**src/design/cld_pkg.sv**
```systemverilog
// ============================================================================
// cld_pkg: shared types and constants for the Content-Length deframer
// Frame text tables, phase and result codes, and the result record.
// ============================================================================
package cld_pkg;

    // Width of the length accumulator and body counter
    localparam int LENGTH_BITS = 17;
    // Width of the max_length register (fixed by the register map)
    localparam int MAXLEN_BITS = 17;
    // Compare width for length against max_length
    localparam int CMP_BITS    = (LENGTH_BITS > MAXLEN_BITS) ? LENGTH_BITS : MAXLEN_BITS;
    // Width of accum * 10 + digit before saturation
    localparam int MAC_BITS    = LENGTH_BITS + 4;

    localparam logic [LENGTH_BITS-1:0] LEN_LIMIT     = '1;
    localparam logic [MAXLEN_BITS-1:0] MAXLEN_RESET  = MAXLEN_BITS'(65536);

    localparam logic [7:0] CHAR_0  = 8'h30;
    localparam logic [7:0] CHAR_9  = 8'h39;
    localparam logic [7:0] CHAR_CR = 8'h0D;
    localparam logic [7:0] CHAR_LF = 8'h0A;

    // "Content-Length: "
    localparam logic [7:0] HDR_TEXT [16] = '{
        8'h43, 8'h6F, 8'h6E, 8'h74, 8'h65, 8'h6E, 8'h74, 8'h2D,
        8'h4C, 8'h65, 8'h6E, 8'h67, 8'h74, 8'h68, 8'h3A, 8'h20
    };

    // CR LF CR LF
    localparam logic [7:0] TERM_TEXT [4] = '{CHAR_CR, CHAR_LF, CHAR_CR, CHAR_LF};

    typedef enum logic [1:0] {
        PH_PREFIX = 2'd0,
        PH_DIGITS = 2'd1,
        PH_TERM   = 2'd2,
        PH_BODY   = 2'd3
    } t_phase;

    typedef enum logic [1:0] {
        KIND_BODY  = 2'd0,
        KIND_EMPTY = 2'd1,
        KIND_ERROR = 2'd2
    } t_kind;

    typedef enum logic [1:0] {
        ERR_PREFIX = 2'd0,
        ERR_TERM   = 2'd1,
        ERR_LONG   = 2'd2
    } t_err;

    typedef struct packed {
        logic       valid;
        t_kind      kind;
        logic [7:0] body_byte;
        logic       last;
        t_err       error_code;
    } t_result;

endpackage

```
**src/design/cld_if.sv**
```systemverilog
// ============================================================================
// cld_if: channel interfaces of the Content-Length deframer
// Byte input, result output and max_length write channels.
// ============================================================================
interface cld_in_if;
    logic       valid;
    logic       ready;
    logic [7:0] rx_byte;

    modport source (output valid, output rx_byte, input ready);
    modport sink   (input valid, input rx_byte, output ready);
endinterface

interface cld_out_if;
    logic       valid;
    logic       ready;
    logic [1:0] kind;
    logic [7:0] body_byte;
    logic       last;
    logic [1:0] error_code;

    modport source (output valid, output kind, output body_byte, output last,
                    output error_code, input ready);
    modport sink   (input valid, input kind, input body_byte, input last,
                    input error_code, output ready);
endinterface

interface cld_cfg_if;
    logic        valid;
    logic        ready;
    logic [16:0] max_length;

    modport source (output valid, output max_length, input ready);
    modport sink   (input valid, input max_length, output ready);
endinterface

```
**src/design/cld_in_stage.sv**
```systemverilog
// ============================================================================
// cld_in_stage: input byte register
// Holds one received beat until the parser consumes it.
// ============================================================================
module cld_in_stage
    import cld_pkg::*;
(
    input  logic         i_clk,
    input  logic         i_rst_n,
    cld_in_if.sink       i_rx,
    input  logic         i_take,     // parser consumes the held byte
    output logic         o_valid,
    output logic [7:0]   o_byte
);

    logic       r_valid;
    logic [7:0] r_byte;
    logic       accept;

    assign i_rx.ready = !r_valid || i_take;
    assign accept     = i_rx.valid && i_rx.ready;

    always_ff @(posedge i_clk) begin
        if (!i_rst_n) begin
            r_valid <= 1'b0;
        end else if (accept) begin
            r_valid <= 1'b1;
        end else if (i_take) begin
            r_valid <= 1'b0;
        end
    end

    always_ff @(posedge i_clk) begin
        if (accept) begin
            r_byte <= i_rx.rx_byte;
        end
    end

    assign o_valid = r_valid;
    assign o_byte  = r_byte;

endmodule

```
**src/design/cld_parse.sv**
```systemverilog
// ============================================================================
// cld_parse: frame parser
// Per-byte phase machine: prefix compare, digit accumulate, terminator
// check, body pass-through. Also holds the max_length register.
// ============================================================================
module cld_parse
    import cld_pkg::*;
(
    input  logic                   i_clk,
    input  logic                   i_rst_n,
    input  logic                   i_step,      // consume i_byte this cycle
    input  logic [7:0]             i_byte,
    input  logic                   i_cfg_we,
    input  logic [MAXLEN_BITS-1:0] i_cfg_data,
    output t_result                o_res
);

    t_phase                 r_phase,  n_phase;
    logic [3:0]             r_pos,    n_pos;
    logic                   r_mis,    n_mis;
    logic [LENGTH_BITS-1:0] r_accum,  n_accum;
    logic [LENGTH_BITS-1:0] r_left,   n_left;
    logic [MAXLEN_BITS-1:0] r_max_length;

    logic                   hdr_miss;
    logic                   term_miss;
    logic                   is_digit;
    logic [3:0]             digit;
    logic [MAC_BITS-1:0]    mac;
    logic [LENGTH_BITS-1:0] accum_sat;
    logic                   prefix_bad;
    logic                   term_bad;
    logic                   too_long;
    logic                   len_zero;
    logic                   left_last;

    // Per-byte decode
    assign hdr_miss   = (i_byte != HDR_TEXT[r_pos]);
    assign term_miss  = (i_byte != TERM_TEXT[r_pos[1:0]]);
    assign is_digit   = (i_byte >= CHAR_0) && (i_byte <= CHAR_9);
    assign digit      = 4'(i_byte - CHAR_0);
    assign mac        = (MAC_BITS'(r_accum) << 3) + (MAC_BITS'(r_accum) << 1)
                      + MAC_BITS'(digit);
    assign accum_sat  = (mac > MAC_BITS'(LEN_LIMIT)) ? LEN_LIMIT : mac[LENGTH_BITS-1:0];
    assign prefix_bad = r_mis || hdr_miss;
    assign term_bad   = r_mis || term_miss;
    assign too_long   = CMP_BITS'(r_accum) > CMP_BITS'(r_max_length);
    assign len_zero   = (r_accum == '0);
    assign left_last  = (r_left <= LENGTH_BITS'(1));

    // Next state
    always_comb begin
        n_phase = r_phase;
        n_pos   = r_pos;
        n_mis   = r_mis;
        n_accum = r_accum;
        n_left  = r_left;
        case (r_phase)
            PH_PREFIX: begin
                n_mis = prefix_bad;
                n_pos = r_pos + 4'd1;
                if (r_pos == 4'd15) begin
                    n_pos   = '0;
                    n_accum = '0;
                    if (prefix_bad) begin
                        n_mis  = 1'b0;
                        n_left = '0;
                    end else begin
                        n_phase = PH_DIGITS;
                    end
                end
            end
            PH_DIGITS: begin
                if (is_digit) begin
                    n_accum = accum_sat;
                end else begin
                    n_phase = PH_TERM;
                    n_mis   = (i_byte != CHAR_CR);
                    n_pos   = 4'd1;
                end
            end
            PH_TERM: begin
                n_mis = term_bad;
                n_pos = r_pos + 4'd1;
                if (r_pos[1:0] == 2'd3) begin
                    n_pos = '0;
                    n_mis = 1'b0;
                    if (term_bad || too_long || len_zero) begin
                        n_phase = PH_PREFIX;
                        n_accum = '0;
                        n_left  = '0;
                    end else begin
                        n_phase = PH_BODY;
                        n_left  = r_accum;
                    end
                end
            end
            PH_BODY: begin
                if (left_last) begin
                    n_phase = PH_PREFIX;
                    n_pos   = '0;
                    n_mis   = 1'b0;
                    n_accum = '0;
                    n_left  = '0;
                end else begin
                    n_left = r_left - LENGTH_BITS'(1);
                end
            end
            default: begin
                n_phase = PH_PREFIX;
            end
        endcase
    end

    // Result for the current byte
    always_comb begin
        o_res = '{valid: 1'b0, kind: KIND_BODY, body_byte: 8'h00, last: 1'b0,
                  error_code: ERR_PREFIX};
        case (r_phase)
            PH_PREFIX: begin
                if (r_pos == 4'd15 && prefix_bad) begin
                    o_res.valid      = 1'b1;
                    o_res.kind       = KIND_ERROR;
                    o_res.error_code = ERR_PREFIX;
                end
            end
            PH_TERM: begin
                if (r_pos[1:0] == 2'd3) begin
                    if (term_bad) begin
                        o_res.valid      = 1'b1;
                        o_res.kind       = KIND_ERROR;
                        o_res.error_code = ERR_TERM;
                    end else if (too_long) begin
                        o_res.valid      = 1'b1;
                        o_res.kind       = KIND_ERROR;
                        o_res.error_code = ERR_LONG;
                    end else if (len_zero) begin
                        o_res.valid = 1'b1;
                        o_res.kind  = KIND_EMPTY;
                    end
                end
            end
            PH_BODY: begin
                o_res.valid     = 1'b1;
                o_res.kind      = KIND_BODY;
                o_res.body_byte = i_byte;
                o_res.last      = left_last;
            end
            default: begin
                o_res.valid = 1'b0;
            end
        endcase
    end

    always_ff @(posedge i_clk) begin
        if (!i_rst_n) begin
            r_phase <= PH_PREFIX;
            r_pos   <= '0;
            r_mis   <= 1'b0;
            r_accum <= '0;
            r_left  <= '0;
        end else if (i_step) begin
            r_phase <= n_phase;
            r_pos   <= n_pos;
            r_mis   <= n_mis;
            r_accum <= n_accum;
            r_left  <= n_left;
        end
    end

    always_ff @(posedge i_clk) begin
        if (!i_rst_n) begin
            r_max_length <= MAXLEN_RESET;
        end else if (i_cfg_we) begin
            r_max_length <= i_cfg_data;
        end
    end

endmodule

```
**src/design/cld_out_stage.sv**
```systemverilog
// ============================================================================
// cld_out_stage: result register
// Holds one result beat until the receiver takes it.
// ============================================================================
module cld_out_stage
    import cld_pkg::*;
(
    input  logic        i_clk,
    input  logic        i_rst_n,
    input  logic        i_load,     // parser step this cycle
    input  t_result     i_res,
    output logic        o_free,     // register can take a new result
    cld_out_if.source   o_res
);

    logic    r_valid;
    t_result r_res;

    assign o_free = !r_valid || o_res.ready;

    always_ff @(posedge i_clk) begin
        if (!i_rst_n) begin
            r_valid <= 1'b0;
        end else if (o_free) begin
            r_valid <= i_load && i_res.valid;
        end
    end

    always_ff @(posedge i_clk) begin
        if (o_free && i_load) begin
            r_res <= i_res;
        end
    end

    assign o_res.valid      = r_valid;
    assign o_res.kind       = r_res.kind;
    assign o_res.body_byte  = r_res.body_byte;
    assign o_res.last       = r_res.last;
    assign o_res.error_code = r_res.error_code;

endmodule

```
**src/design/content_length_deframer.sv**
```systemverilog
// ============================================================================
// content_length_deframer: Content-Length framed byte stream receiver
// Strips "Content-Length: <n>\r\n\r\n" headers and forwards body bytes.
// ============================================================================
// Usage
//   i_rx  : one received byte per beat (valid/ready).
//   o_res : one result beat per body byte (kind 0, last on the final byte),
//           one kind 1 beat for an empty body, one kind 2 beat with an
//           error code for a bad prefix, bad terminator or too-long length.
//           Header bytes that complete nothing give no beat.
//   i_cfg : writes max_length; always ready. Write it only while idle.
// Path: a byte accepted at i_rx is held in the input register, decoded by the
//   combinational parser, then registered in the result register for o_res.
// Throughput: one byte per cycle while o_res is not held off; the parser is
//   combinational and both registers refill in the cycle they empty.
// Stall: when o_res is held off, the result register stays full, the parser
//   waits, and i_rx ready stays low while the input register holds a byte.
// Reset: synchronous active-low; the parser goes back to prefix hunting,
//   both registers empty, and max_length returns to 65536.
// ============================================================================
module content_length_deframer
    import cld_pkg::*;
(
    input  logic       i_clk,
    input  logic       i_rst_n,
    cld_in_if.sink     i_rx,
    cld_out_if.source  o_res,
    cld_cfg_if.sink    i_cfg
);

    logic       in_valid;
    logic [7:0] in_byte;
    logic       out_free;
    logic       step;
    t_result    res;

    // Parser advances when a byte is held and the result register has room
    assign step = in_valid && out_free;

    // Config channel never back-pressures
    assign i_cfg.ready = 1'b1;

    cld_in_stage u_in_stage (
        .i_clk   (i_clk),
        .i_rst_n (i_rst_n),
        .i_rx    (i_rx),
        .i_take  (step),
        .o_valid (in_valid),
        .o_byte  (in_byte)
    );

    cld_parse u_parse (
        .i_clk      (i_clk),
        .i_rst_n    (i_rst_n),
        .i_step     (step),
        .i_byte     (in_byte),
        .i_cfg_we   (i_cfg.valid),
        .i_cfg_data (i_cfg.max_length),
        .o_res      (res)
    );

    cld_out_stage u_out_stage (
        .i_clk   (i_clk),
        .i_rst_n (i_rst_n),
        .i_load  (step),
        .i_res   (res),
        .o_free  (out_free),
        .o_res   (o_res)
    );

endmodule
```
**src/flat_wrapper.sv**
```systemverilog
// flat-port wrapper written by rule: the top's interface ports become plain ports
module content_length_deframer_flat import cld_pkg::*;
  (i_clk, i_rst_n, i_rx_valid, i_rx_rx_byte, i_rx_ready, o_res_valid, o_res_kind, o_res_body_byte, o_res_last, o_res_error_code, o_res_ready, i_cfg_valid, i_cfg_max_length, i_cfg_ready);
  cld_in_if i_rx_i ();
  cld_out_if o_res_i ();
  cld_cfg_if i_cfg_i ();
  input  logic i_clk;
  input  logic i_rst_n;
  input wire logic [$bits(i_rx_i.valid)-1:0] i_rx_valid;
  input wire logic [$bits(i_rx_i.rx_byte)-1:0] i_rx_rx_byte;
  output wire logic [$bits(i_rx_i.ready)-1:0] i_rx_ready;
  output wire logic [$bits(o_res_i.valid)-1:0] o_res_valid;
  output wire logic [$bits(o_res_i.kind)-1:0] o_res_kind;
  output wire logic [$bits(o_res_i.body_byte)-1:0] o_res_body_byte;
  output wire logic [$bits(o_res_i.last)-1:0] o_res_last;
  output wire logic [$bits(o_res_i.error_code)-1:0] o_res_error_code;
  input wire logic [$bits(o_res_i.ready)-1:0] o_res_ready;
  input wire logic [$bits(i_cfg_i.valid)-1:0] i_cfg_valid;
  input wire logic [$bits(i_cfg_i.max_length)-1:0] i_cfg_max_length;
  output wire logic [$bits(i_cfg_i.ready)-1:0] i_cfg_ready;
  assign i_rx_i.valid = i_rx_valid;
  assign i_rx_i.rx_byte = i_rx_rx_byte;
  assign i_rx_ready = i_rx_i.ready;
  assign o_res_valid = o_res_i.valid;
  assign o_res_kind = o_res_i.kind;
  assign o_res_body_byte = o_res_i.body_byte;
  assign o_res_last = o_res_i.last;
  assign o_res_error_code = o_res_i.error_code;
  assign o_res_i.ready = o_res_ready;
  assign i_cfg_i.valid = i_cfg_valid;
  assign i_cfg_i.max_length = i_cfg_max_length;
  assign i_cfg_ready = i_cfg_i.ready;
  content_length_deframer u_core (.i_clk(i_clk), .i_rst_n(i_rst_n), .i_rx(i_rx_i), .o_res(o_res_i), .i_cfg(i_cfg_i));
endmodule
```
**config.mk**
```make
export PLATFORM = sky130hd
export DESIGN_NAME = content_length_deframer_flat
export DESIGN_NICKNAME = d
export VERILOG_FILES = /design/src/design/cld_pkg.sv /design/src/design/cld_if.sv /design/src/design/cld_in_stage.sv /design/src/design/cld_parse.sv /design/src/design/cld_out_stage.sv /design/src/design/content_length_deframer.sv /design/src/flat_wrapper.sv
export SDC_FILE = /design/constraint.sdc
export NUM_CORES = 1
export LEC_CHECK = 0
export BUFFER_PORTS_ARGS = -buffer_cell sky130_fd_sc_hd__buf_2
export CORE_MARGIN = 8
export CORE_UTILIZATION = 45
export CTS_BUF_LIST = sky130_fd_sc_hd__clkbuf_16
export CTS_CLUSTER_DIAMETER = 120
export DETAILED_ROUTE_END_ITERATION = 10
export PLACE_DENSITY_LB_ADDON = 0.08
export RECOVER_POWER = 100
export SETUP_SLACK_MARGIN = 0.1
export SKIP_CTS_REPAIR_TIMING = 1
export SYNTH_ARGS = -nofsm -noshare
export SYNTH_HDL_FRONTEND = slang
export SYNTH_SLANG_ARGS = --single-unit
```
**constraint.sdc**
```tcl
create_clock -name i_clk -period 11.2 [get_ports i_clk]
set_input_delay 2.24 -clock i_clk [delete_from_list [all_inputs] [get_ports i_clk]]
set_output_delay 2.24 -clock i_clk [all_outputs]
set_load 0.05 [all_outputs]
```
==> flow_results.org, run 1 <==
** Yosys
- Syn. warnings :: 0
- Area share of xor/xnor cells in the synthesized design :: 4.027%
- The synthesized netlist devotes 14.43% of its cell area to adder and majority cells.
- Synthesis produced 645 cells.
- Sequential share of the synthesized area :: 32.40%
- In the synthesized netlist the dominant register cell turns out to be dfxtp_1.
- After synthesis, the largest family of logic cells by area is compound AO/OA/AOI/OAI gates.
- The netlist uses 69 different library cells.
- In this run, synthesis inferred 21 flip-flops with an integrated enable.
- Average cell area after synthesis :: 8.766 µm²
- Syn Nets :: 739
- After synthesis the netlist holds a flip-flop and latch count of 81.
- Cell type with the largest total area after synthesis :: dfxtp_1
- After synthesis, the share of cell area in mux cells is 4.470%.
- Ys async rst share :: 0%
- Portion of synthesized cell area occupied by the leading cell type :: 21.24%
- The cell area that synthesis handed to floorplanning was 5654 µm².
- Share of synthesized cell area in and, or, nand and nor gates :: approximately 16%
- Summing the areas of all compound-gate instances in the mapped netlist gives 23.41% of the synthesized area.
- In the post-synthesis netlist, the biggest area contributors are dfxtp_1 21%, ha_1 14%, edfxtp_1 11%, a21oi_1 4.5%, mux2i_1 4.1%.

** Power and ir drop
- Dividing total power by cell area gives a power density of 103.1 nW/µm².
- The completed layout was analyzed and its total power is around 640 µW.
- Of the total power, combinational logic draws 7.1%.
- Cell internal power was estimated by the tool at 477.5 µW.
- Sw Ratio :: 25.77%
- Switching power :: 165.8 µW
- Register share of total power :: roughly half
- The share of total power dissipated in the clock network is between 40 and 50%.
- Static power due to leakage :: 2.790 nW
- Largest vdd supply drop :: 0.00005458 V

** Die
- In this run the count of I/O pins placed on the die edge is 46.
- In this run the vertical extent of the chip is 128.1 µm.
- Measured along the x axis, the die boundary spans 128.1 µm.
- Floorplan core area :: around 12000 µm²
- Total Die Area :: 16410 µm²
- For this configuration, the core starts out at a cell density of between 40% and 50%.
- The initialized floorplan defines 41 standard-cell rows.

** Clock network
- CTS tree :: done
- Clock tree synthesis selected as its root buffer the cell clkbuf_16.
- TritonCTS created 9 clock buffers.
- Clock Sink Count :: 81
- The clock reaches the later pin of the worst-skew pair after about 0.35 ns.
- The H-tree was split into 3 levels.
- The clock passes through at most 2 buffers.
- CTS clock-pin slew for the worst setup and hold paths :: about 0.070 ns

** Placed design
- At the end of routability-driven placement, the weighted congestion stood at 0.8681.
- OpenSTA, run right after detailed placement, puts the worst setup slack at slightly above 6 ns.
- In this run the tool buffered the top-level ports with 44 buffer cells.
- Post-detailed-placement half-perimeter wirelength :: 10930 µm
- Inst Count DP :: 837

** Route
- WL per Instance :: roughly 17 µm
- After detailed routing, the number of vias per cell comes to a little under 6.
- Number of remaining DRC errors :: 0
- Final wirelength :: between 10000 and 15000 µm
- First-pass detailed-route iteration total :: 5
- Iteration-0 DRC count of the detailed router :: 459
- Once detail routing completed, the nets flagged for antenna violations numbered 0.
- The routed layout has 4917 vias.

** GRT
- The total overflow left after global routing is 0.
- Entering global routing, the biggest net connects 42 pins.
- The first global-routing pass estimated between 20000 and 25000 µm of wire.
- Antenna violations before repair :: 0
- Tot GR Track Use :: around a fifth
- Number of global-route vias before repair :: 4720

** STA
- Setup repair after global routing left no endpoint under its margin.
- Max Fclk :: 188.1 MHz
- Headroom to the max-slew limit came out at -51.58%.
- After routing, the total negative slack on setup checks comes to 0 ns.
- Subtracting the final worst setup slack from the clock period gives 5.317 ns.
- Endpoints failing hold :: 0
- Across the routed clock network, the largest skew measured is 0.006409 ns.
- Across all setup checks in the final design, the least slack found is 5.883 ns.
- Slew Viols, Final :: 55
- Setup violations remaining at the end of the flow were counted as 0.
- For the pin with the worst max-slew slack, the measured transition is 2.242 ns.
- Dividing the final minimum period by the clock period gives 47.47%.
- The tightest hold path in the finished design has a slack of 0.4884 ns.

** Final layout
- The repair_antennas step left the layout with diodes totalling 0.
- For this run, the number of standard cells in the final layout without fillers is 853.
- Relative to the synthesized area, the layout overhead comes to 10.33%.
- Cells with a size suffix above 1 make up 7.636% of the layout.
- NumNets Final :: 770

** Run status
- Violations in the final reports :: max-capacitance violations, max-slew violations
- The flow ran to the end, but the final reports show violations.

** Worst setup path
- Along the worst path, the maximum fanout reaches 12.
- Critical path startpoint category :: register
- The worst setup path is captured at a register.
- At the worst endpoint, the required time is 11.34 ns.
- Crit path kind :: reg2reg
- Data arrives at the worst endpoint at 5.45 ns.

** Hold path
- In this run the worst hold path is classified as reg2reg.

** Job
- # Max-Cap Violations :: 2
## cells by family after synthesis
family | after synthesis
AOI/OAI and AO/OA | 195
xor gates and xnor gates | 26
adders and majority gates | 64
buffers and inverters | 75
DFF | 81
muxes | 25
other | 1
and+or+nand+nor | 178
## path summary, 6_finish.rpt
kind	from	end	slack [ns]	cells after the start
min	u_core.u_parse.r_max_length[16]	u_core.u_parse.r_max_length[16]	0.49	2
max	u_core.u_parse.r_accum[2]	u_core.u_parse.r_accum[12]	5.88	12
min reg2reg	u_core.u_parse.r_max_length[16]	u_core.u_parse.r_max_length[16]	0.49	2
max reg2reg	u_core.u_parse.r_accum[2]	u_core.u_parse.r_accum[12]	5.88	12
## cells in the mapped netlist, drive strengths merged (13+ instances only)
| cell | number |
|---|---|
| a211oi | 21 |
| a21o | 23 |
| a21oi | 52 |
| clkbuf | 16 |
| dfxtp | 60 |
| edfxtp | 21 |
| ha | 62 |
| inv | 48 |
| mux2i | 23 |
| nand2 | 37 |
| nor2 | 58 |
| nor3 | 13 |
| o21ai | 25 |
| xnor2 | 16 |
## sequential cells by signal, summed over array words and instances (netlist names)
| name | count |
|---|---|
| u_core.u_in_stage.o_valid | 1 |
| u_core.u_out_stage.o_res.valid | 1 |
| u_core.u_out_stage.o_res.last | 1 |
| u_core.u_parse.r_accum | 17 |
| u_core.u_out_stage.o_res.kind | 2 |
| u_core.u_parse.r_left | 17 |
| u_core.u_parse.r_max_length | 17 |
| u_core.u_out_stage.o_res.body_byte | 8 |
| u_core.u_parse.r_phase | 2 |
| u_core.u_in_stage.o_byte | 8 |
| u_core.u_out_stage.o_res.error_code | 2 |
| u_core.u_parse.r_pos | 4 |
| u_core.u_parse.r_mis | 1 |
## per-layer routing
metal / GRT usage [%] / share of wire (%) / vias up
met4: 6.783 / 2.1 / 0
met3: 3.744 / 4.3 / 22
met2: 30.49 / 47 / 122
met5: 0 / 0 / -
met1: 23.71 / 46 / 2341
li1: - / - / 2432
## layout make-up
type / instances / area, µm²
Inverter: 48 / 180.2
Clock buffer: 9 / 225.2
Timing Repair Buffer: 47 / 214.0
Multi-Input combinational cell: 489 / 3518
Fill cell: 1212 / 6227
Tap cell: 172 / 215.2
Clock inverter: 7 / 53.80
Sequential cell: 81 / 1832
## worst max-delay path, cell delays in order (launching register included)
cell and delay [ns]:
dfxtp_1 0.51, inv_1 0.10, fa_1 0.51, inv_1 0.07, fa_1 0.48, a211oi_1 0.30
nor3_1 0.15, o211a_1 0.27, o2111ai_1 0.20, a2bb2oi_1 0.10, nor4b_1 1.80, and2_0 0.50
a211oi_1 0.13
## power by group through the flow
stage                     clock, mW  sequential [mW]  combinational, mW
final                         0.283            0.314             0.0458
after global routing          0.300            0.316             0.0519
after CTS                     0.288            0.314             0.0468
after detailed placement          0            0.321             0.0466
after global placement            0            0.321             0.0453
after floorplan                   0            0.322             0.0311
## metrics by stage
stage	area, µm²	util, %
after global routing	6238	50.05
final	6238	50.05
after detailed placement	6002	48.15
after floorplan	5654	-
after global placement	6002	48.15
after CTS	6281	50.39
## cell usage in the layout, fill, tap and decap left out, types with 8 or more instances in the layout
master and n:
ha_1 62, dfxtp_1 60, nor2_1 58, a21oi_1 50
inv_1 47, nand2_1 36, buf_2 27, a21o_1 23
mux2i_1 23, a211oi_1 21, edfxtp_1 21, clkbuf_1 19
xnor2_1 16, o21ai_0 14, nand3_1 12, nor3_1 11
a31oi_1 11, o21ai_1 11, xor2_1 10, a22oi_1 10
clkbuf_16 9, and2_0 8, nor4_1 8
(Power assumes the default switching activity.)
==> run 2: changes to the inputs <==
==> constraint.sdc (replaced) <==
create_clock -name i_clk -period 5.1 [get_ports i_clk]
set_input_delay 1.02 -clock i_clk [delete_from_list [all_inputs] [get_ports i_clk]]
set_output_delay 1.02 -clock i_clk [all_outputs]
set_load 0.05 [all_outputs]
==> run 2 against run 1 <==
Against the previous run: the flow still finishes with violations (max-capacitance violations, max-slew violations); final cell count rose by 0.23%; worst setup slack got worse by 4.9 ns; highest routed layer unchanged; sequential share of layout area fell by 0.15 points; maximum frequency rose by 28%; die area did not move; final area rose by 0.52%; critical path type unchanged; global-route usage rose by 0.37 points; register-to-register slack got worse by 4.9 ns; clock power rose by 140%.
==> flow_results.org, run 2 (synthesis gave the netlist of run 1 again) <==
** Die
- From bottom edge to top edge, the die measures 128.1 µm.
- For this design the top-level I/O count stands at 46.
- For this configuration, the core starts out at a cell density of 45.36%.
- In this run the horizontal extent of the chip is between 100 and 150 µm.
- The die covers 16410 µm².
- The initialized floorplan defines 41 standard-cell rows.
- Floorplan core area :: between 10000 and 15000 µm²

** Worst setup path
- CP max-delay cell :: fa_1
- CP Launch Point :: u_core.u_parse.r_accum[2]
- Critical-path cell list :: inv_1 -> fa_1 -> inv_1 -> fa_1 -> a211oi_1 -> nor3_1 -> o211a_1 -> o2111ai_1 -> a2bb2oi_1 -> nor4b_1 -> clkbuf_1 -> and2_0 -> a211oi_1
- STA classifies the critical path endpoint as a register.
- On the worst path, the slowest cell contributes a delay of 0.51 ns.
- In this run the critical register-to-register path is launched from u_core.u_parse.r_accum[2].
- Worst-case reg-to-reg path depth :: 13
- Endpoint arrival time on the critical path :: 4.29 ns
- The setup check on the worst reg-to-reg path leaves a slack of about 0.95 ns.
- Count of buffering cells on the critical path with inverters included :: 3
- Last element of the critical path :: u_core.u_parse.r_accum[5]
- Critical path startpoint category :: register
- Worst r2r dst :: u_core.u_parse.r_accum[5]
- The critical path in this run is classified as reg2reg.
- Worst endpoint required time :: ~5.2 ns
- Of all nets on the critical path, the largest fanout is 12.
- In this run the number of cells on the critical path is 13.
- Cell family with the largest share of critical-path delay :: adder cells

** Run status
- Violations in the final reports :: max-capacitance violations, max-slew violations
- Status :: finished with violations

** Route
- Before antenna repair, the detailed router went through 5 iterations.
- Antenna-violating nets left :: 0
- Number of remaining DRC errors :: 0
- Avg Vias per Cell :: 5.765
- Via count :: 4929
- The routed design has about 15000 µm of wire.
- WL per Instance :: 17.74 µm
- Iteration-0 DRC count of the detailed router :: ~310

** Final layout
- In the layout the commonest cells are 62 x ha_1, 60 x dfxtp_1, 58 x nor2_1.
- Number of fill cells in the layout :: approximately 1200
- For this run, the post-layout net count is 772.
- Post-route cell area :: 6271 µm²
- Antenna diode count :: 0
- The library cell used most frequently in the layout, excluding fill and tap cells, is ha_1.
- Fraction of final layout cells with drive strength greater than 1 :: between 7 and 8%
- Largest registers in the final layout :: u_core.u_parse.r_accum (17), u_core.u_parse.r_left (17), u_core.u_parse.r_max_length (17)
- Layout-stage area growth over the synthesis result :: 10.91%

** Power and ir drop
- In this run the power density over the cells is 236.0 nW/µm².
- Of the total power, the share spent switching nets is 23.08%.
- Portion of total power attributed to the clock network :: 46.5%
- Summed over all nets, the switching power comes to ~340 µW.
- Largest vdd supply drop :: 0.0001563 V
- The internal portion of the total power is 1.139 mW.
- Sequential cells burn around 47% of the power.
- Combinational Power Share :: under 10%
- The analysis attributes to cell leakage a power of ~2.8 nW.

** STA
- Actual slew at the worst max-slew pin :: 1.954 ns
- The final-report max-slew violation count came to 66.
- Headroom to the max-slew limit came out at -30.28%.
- Maximum clock skew at final layout :: 0.006580 ns
- Setup repair after global routing left no endpoint under its margin.
- Fraction of the cycle the final worst path needs :: 81.42%
- Post-layout minimum cycle time :: slightly above 4 ns
- The final number of hold-violating endpoints was 0.
- Setup violations remaining at the end of the flow were counted as 0.
- Total Negative Setup Slacks :: 0 ns
- Max Fclk :: 240.8 MHz

** GRT
- Maximum number of pins on one net before global-route repair :: 42
- Total congestion overflow :: 0
- The first global-routing pass estimated between 20000 and 25000 µm of wire.
- Number of global-route vias before repair :: 4730
- Tot GR Track Use :: approximately a fifth
- The number of antenna violations at the first check in global routing came to 0.

** Hold path
- Number of instances on the worst hold path :: 2
- Beginning of the worst hold path :: u_core.u_parse.r_max_length[16]
- Type of the most critical hold path :: reg2reg

** Clock network
- The later pin in the worst-skew pair is clocked with a latency of 0.35 ns.
- CTS tree :: done
- Library cell used as clock root buffer :: clkbuf_16
- In this run, CTS created clock tree buffers numbering 9.
- For this design, the sink count on the clock tree is 81.
- Count of H-tree levels built during CTS :: 3
- The clock passes through at most 2 buffers.
- Clock-pin slew was measured on the worst setup and hold paths at 0.06 ns.

** Placed design
- Summing all placed instances gives a cell area of 6017 µm².
- Once detailed placement completed, the half-perimeter wirelength came to 11160 µm.
- Buffers on Ports :: 44
- Routability cong. :: 0.8496

** Job
- The tool flagged a number of max-cap violations equal to 2.
## run 2: changes by cell type in the layout (fill, tap and decap cells not counted), moves of 2 or more
cell / before / now
buf_2: 27 / 25
buf_4: 1 / 3
bufinv_16: 0 / 2
clkbuf_1: 19 / 21
clkinv_1: 0 / 2
clkinv_2: 0 / 2
clkinv_4: 2 / 0
inv_6: 2 / 0
## run 2: tightest hold or removal path: cells and delay by family (launching register included)
kind | cells | cell delay [ns]
AO/OA/AOI/OAI | 1 | 0.08
buffers and inverters | 1 | 0.06
flip-flops | 1 | 0.29
## run 2: area by class of cell
type	instances	area, µm²	area share [%]
Sequential cell	81	1832	29.21
Multi-Input combinational cell	489	3507	55.93
Timing Repair Buffer	49	226.5	3.611
Tap cell	172	215.2	3.432
Clock inverter	7	85.08	1.357
Clock buffer	9	225.2	3.591
Inverter	48	180.2	2.873
## run 2: through the flow
| stage | power [mW] | hold WS, ns | util, % | setup WS (ns) | instances |
|---|---|---|---|---|---|
| 2_1_floorplan | 0.7746 | 0.4593 | - | 1.550 | 645 |
| 3_3_place_gp | 0.8048 | 0.4746 | 48.27 | 1.527 | 839 |
| 3_5_place_dp | 0.8070 | 0.4806 | 48.27 | 1.410 | 839 |
| 4_1_cts | 1.497 | 0.4910 | 50.76 | 1.410 | 855 |
| 5_1_grt | 1.536 | 0.5187 | 50.31 | 0.6521 | 855 |
| 6_report | 1.480 | 0.4869 | 50.31 | 0.9476 | 855 |
## run 2: power groups by stage
stage,registers [mW],logic (mW),clock network [mW]
after floorplan,0.706,0.0683,0
after global placement,0.704,0.101,0
after detailed placement,0.704,0.103,0
after CTS,0.690,0.103,0.703
after global routing,0.693,0.114,0.729
final,0.691,0.101,0.688
## run 2: routing by layer
layer  track usage, %  vias to the layer above  share of wire (%)  wire length, µm
met5                0                        -                  0                0
met4            6.224                        0                1.7              264
met3            3.245                       19                4.6              702
met2            30.68                      118                 47             7143
met1            25.11                     2350                 47             7054
li1                 -                     2442                  -                -
## run 2: how the worst min path moves through the flow
| stage | slack, ns | to |
|---|---|---|
| after floorplan | 0.46 | u_core.u_parse.r_max_length[16] |
| after global placement | 0.47 | u_core.u_parse.r_max_length[13] |
| after detailed placement | 0.48 | u_core.u_parse.r_max_length[16] |
| after CTS | 0.49 | u_core.u_parse.r_max_length[16] |
| after global routing | 0.52 | u_core.u_parse.r_left[15] |
| final | 0.49 | u_core.u_parse.r_max_length[16] |
==> run 3: changes to the inputs <==
==> constraint.sdc (replaced) <==
create_clock -name i_clk -period 4.3 [get_ports i_clk]
set_input_delay 0.86 -clock i_clk [delete_from_list [all_inputs] [get_ports i_clk]]
set_output_delay 0.86 -clock i_clk [all_outputs]
set_load 0.05 [all_outputs]
==> run 3 against run 2 <==
Against the previous run: the flow now finishes without violations; first-iteration DRC count fell by 3.5%; maximum frequency rose by 9.4%; worst setup slack got worse by 0.44 ns; register-to-register slack got worse by 0.44 ns; sequential cell count did not move; largest cell class unchanged; largest power group is now clock; highest routed layer unchanged.
==> flow_results.org, run 3 (synthesis gave the netlist of run 1 again) <==
** Power and ir drop
- Int Pwr :: between 1 and 1.5 mW
- In this run the power density over the cells is about 280 nW/µm².
- Portion of total power attributed to the clock network :: 47.1%
- For this design the total switching power over the nets is 416.5 µW.
- Of the total power, the share spent switching nets is 23.48%.
- Post-layout power :: 1.773 mW
- Combinational Power Share :: 6.8%
- Static power due to leakage :: 2.829 nW
- Largest vdd supply drop :: 0.0001633 V
- Sequential cells burn a little under half of the power.

** STA
- Setup WS post-layout :: 0.5060 ns
- Endpoints failing hold :: 0
- On the final layout, the worst hold slack is just under 0.5 ns.
- The worst path needs 3.794 ns of the cycle, external delays included.
- Across the routed clock network, the largest skew measured is 0.01052 ns.
- Relative slew slack :: between 10% and 20%
- The final-report max-slew violation count was 0.
- RSZ-0062 raised after global routing :: false
- In the finished design, the share of the clock period the worst path needs comes to roughly 88%.
- Timing would allow up to approximately 260 MHz.
- For the pin with the worst max-slew slack, the measured transition is between 1 and 1.5 ns.
- For the final routed database, the setup TNS stands at 0 ns.
- Setup violations remaining at the end of the flow were counted as 0.

** Worst setup path
- Crit path kind :: reg2reg
- The worst register-to-register path has a setup slack of 0.51 ns.
- For the worst setup path, the data required time is 4.51 ns.
- Largest driver fanout on the critical path :: 12
- Critical Path Sink Type :: register
- CP max-delay cell :: fa_1
- In this design, the largest share of critical-path delay is due to compound AO/OA/AOI/OAI gates.
- Endpoint arrival time on the critical path :: roughly 4.0 ns
- Critical path startpoint category :: register
- In this design, the stage delay of the slowest critical-path cell is 0.50 ns.
- Critical-path cell list :: inv_1 -> fa_1 -> inv_1 -> fa_1 -> a211oi_1 -> nor3_1 -> o211a_1 -> o2111ai_1 -> a2bb2oi_1 -> nor4b_1 -> buf_4 -> and2_0 -> a211oi_1
- Together, buffers and inverters on the worst path number 3.

** Clock network
- Clock buffer count from CTS :: 9
- TritonCTS built the clock tree.
- The clock passes through at most 2 buffers.
- At the later pin of the worst-skew pair, clock insertion delay measures about 0.35 ns.
- Clock-pin slew was measured on the worst setup and hold paths at 0.06 ns.
- Count of H-tree levels built during CTS :: 3
- Clock tree synthesis selected as its root buffer the cell clkbuf_16.
- Clock Sink Count :: 81

** GRT
- Global routing used 24.21% of the available met1 tracks.
- The first global-routing pass estimated around 25000 µm of wire.
- GRT met3 Usage :: under 10%
- Tot GR Track Use :: 18.97%
- Global routing finished with a remaining overflow of 0.
- Number of global-route vias before repair :: 4769
- Entering global routing, the biggest net connects 34 pins.
- The layer flagged by global routing as most heavily used is met2.
- The number of antenna violations at the first check in global routing came to 0.
- Met2 usage in global routing :: slightly above 30%

** Die
- Top Ports :: 46
- Number of cell rows :: 41
- Total Die Area :: about 16000 µm²
- For this configuration, the core starts out at a cell density of 45.36%.
- In this run the vertical extent of the chip is between 100 and 150 µm.
- Width of the die :: 128.1 µm
- Floorplan core area :: ~12000 µm²

** Placed design
- After detailed placement, the total cell area comes to 6032 µm².
- OpenSTA, run right after detailed placement, puts the worst setup slack at 0.6844 ns.
- Buffers on Ports :: 44
- Detailed placement ended at an HPWL of 11200 µm.
- Routability-driven placement finished with a final weighted congestion of approximately 0.87.

** Final layout
- The top cell types in the final layout, fill and taps aside, are 62 x ha_1, 60 x dfxtp_1, 58 x nor2_1.
- The library cell used most frequently in the layout, excluding fill and tap cells, is ha_1.
- After routing the design area is 6299 µm².
- Registers take around 1800 µm².
- Fraction of final layout cells with drive strength greater than 1 :: 7.737%
- The multi-input combinational cells in the finished layout cover a total of 3511 µm².
- Largest registers in the final layout :: u_core.u_parse.r_accum (17), u_core.u_parse.r_left (17), u_core.u_parse.r_max_length (17)
- 0 antenna diodes ended up in the layout.
- Layout-stage area growth over the synthesis result :: 11.40%
- NumNets Final :: 774
- The layout has ~1200 filler cells.

** Route
- The first detailed-routing pass took 5 iterations.
- Final wirelength :: 14960 µm
- After detailed routing, the number of vias per cell comes to 5.669.
- In this run the remaining antenna-violating nets after routing total 0.
- After detailed routing, the number of remaining DRC violations is 0.
- Iteration-0 DRC count of the detailed router :: 301
- The routed layout has 4858 vias.
- WL per Instance :: 17.46 µm

** Run status
- The flow ran to the end, and the final reports show no timing, DRC or antenna violations.

** Job
- Across the run, the number of max-cap violations was 0.

** Hold path
- The path class of the tightest hold or removal check is reg2reg.
-- run 3: stage by stage --
step                      utilization [%]  cells
after detailed placement            48.39    841
after CTS                           50.96    857
final                               50.53    857
after global placement              48.39    841
after floorplan                         -    645
after global routing                50.53    857
-- run 3: path summary, 6_finish.rpt --
path / start / endpoint / depth (start not counted)
hold / removal: u_core.u_parse.r_max_length[16] / u_core.u_parse.r_max_length[16] / 2
hold reg to reg: u_core.u_parse.r_max_length[16] / u_core.u_parse.r_max_length[16] / 2
setup reg to reg: u_core.u_parse.r_accum[2] / u_core.u_parse.r_accum[16] / 13
setup / recovery: u_core.u_parse.r_accum[2] / u_core.u_parse.r_accum[16] / 13
-- run 3: area by class of cell --
cell class              instances  share of cell area (%)
clock inverters                 7                   1.510
repair buffers                 51                   3.814
multi-input cells             489                   55.74
clock buffers                   9                   3.576
well taps                     172                   3.417
flip-flops and latches         81                   29.08
inverters                      48                   2.861
-- run 3: worst register-to-register path: cells and delay by family, from the launching register on --
family	cells	cell delay, ns
flip-flops	1	0.45
adder cells (fa/ha/maj)	2	0.98
AO/OA/AOI/OAI	5	0.99
buffers and inverters	3	0.40
AND/OR/NAND/NOR	3	0.82
-- run 3: power groups by stage --
stage	Combinational [mW]	Clock, mW	Sequential, mW
after CTS	0.123	0.849	0.819
after global routing	0.135	0.882	0.822
after global placement	0.121	0	0.835
after floorplan	0.0810	0	0.838
final	0.120	0.834	0.819
after detailed placement	0.123	0	0.836
-- run 3: metal layers --
metal  wire length [µm]  part of all wire [%]
met1               6830                    46
met2               7056                    47
met3                739                   4.9
met4                336                   2.2
met5                  0                     0
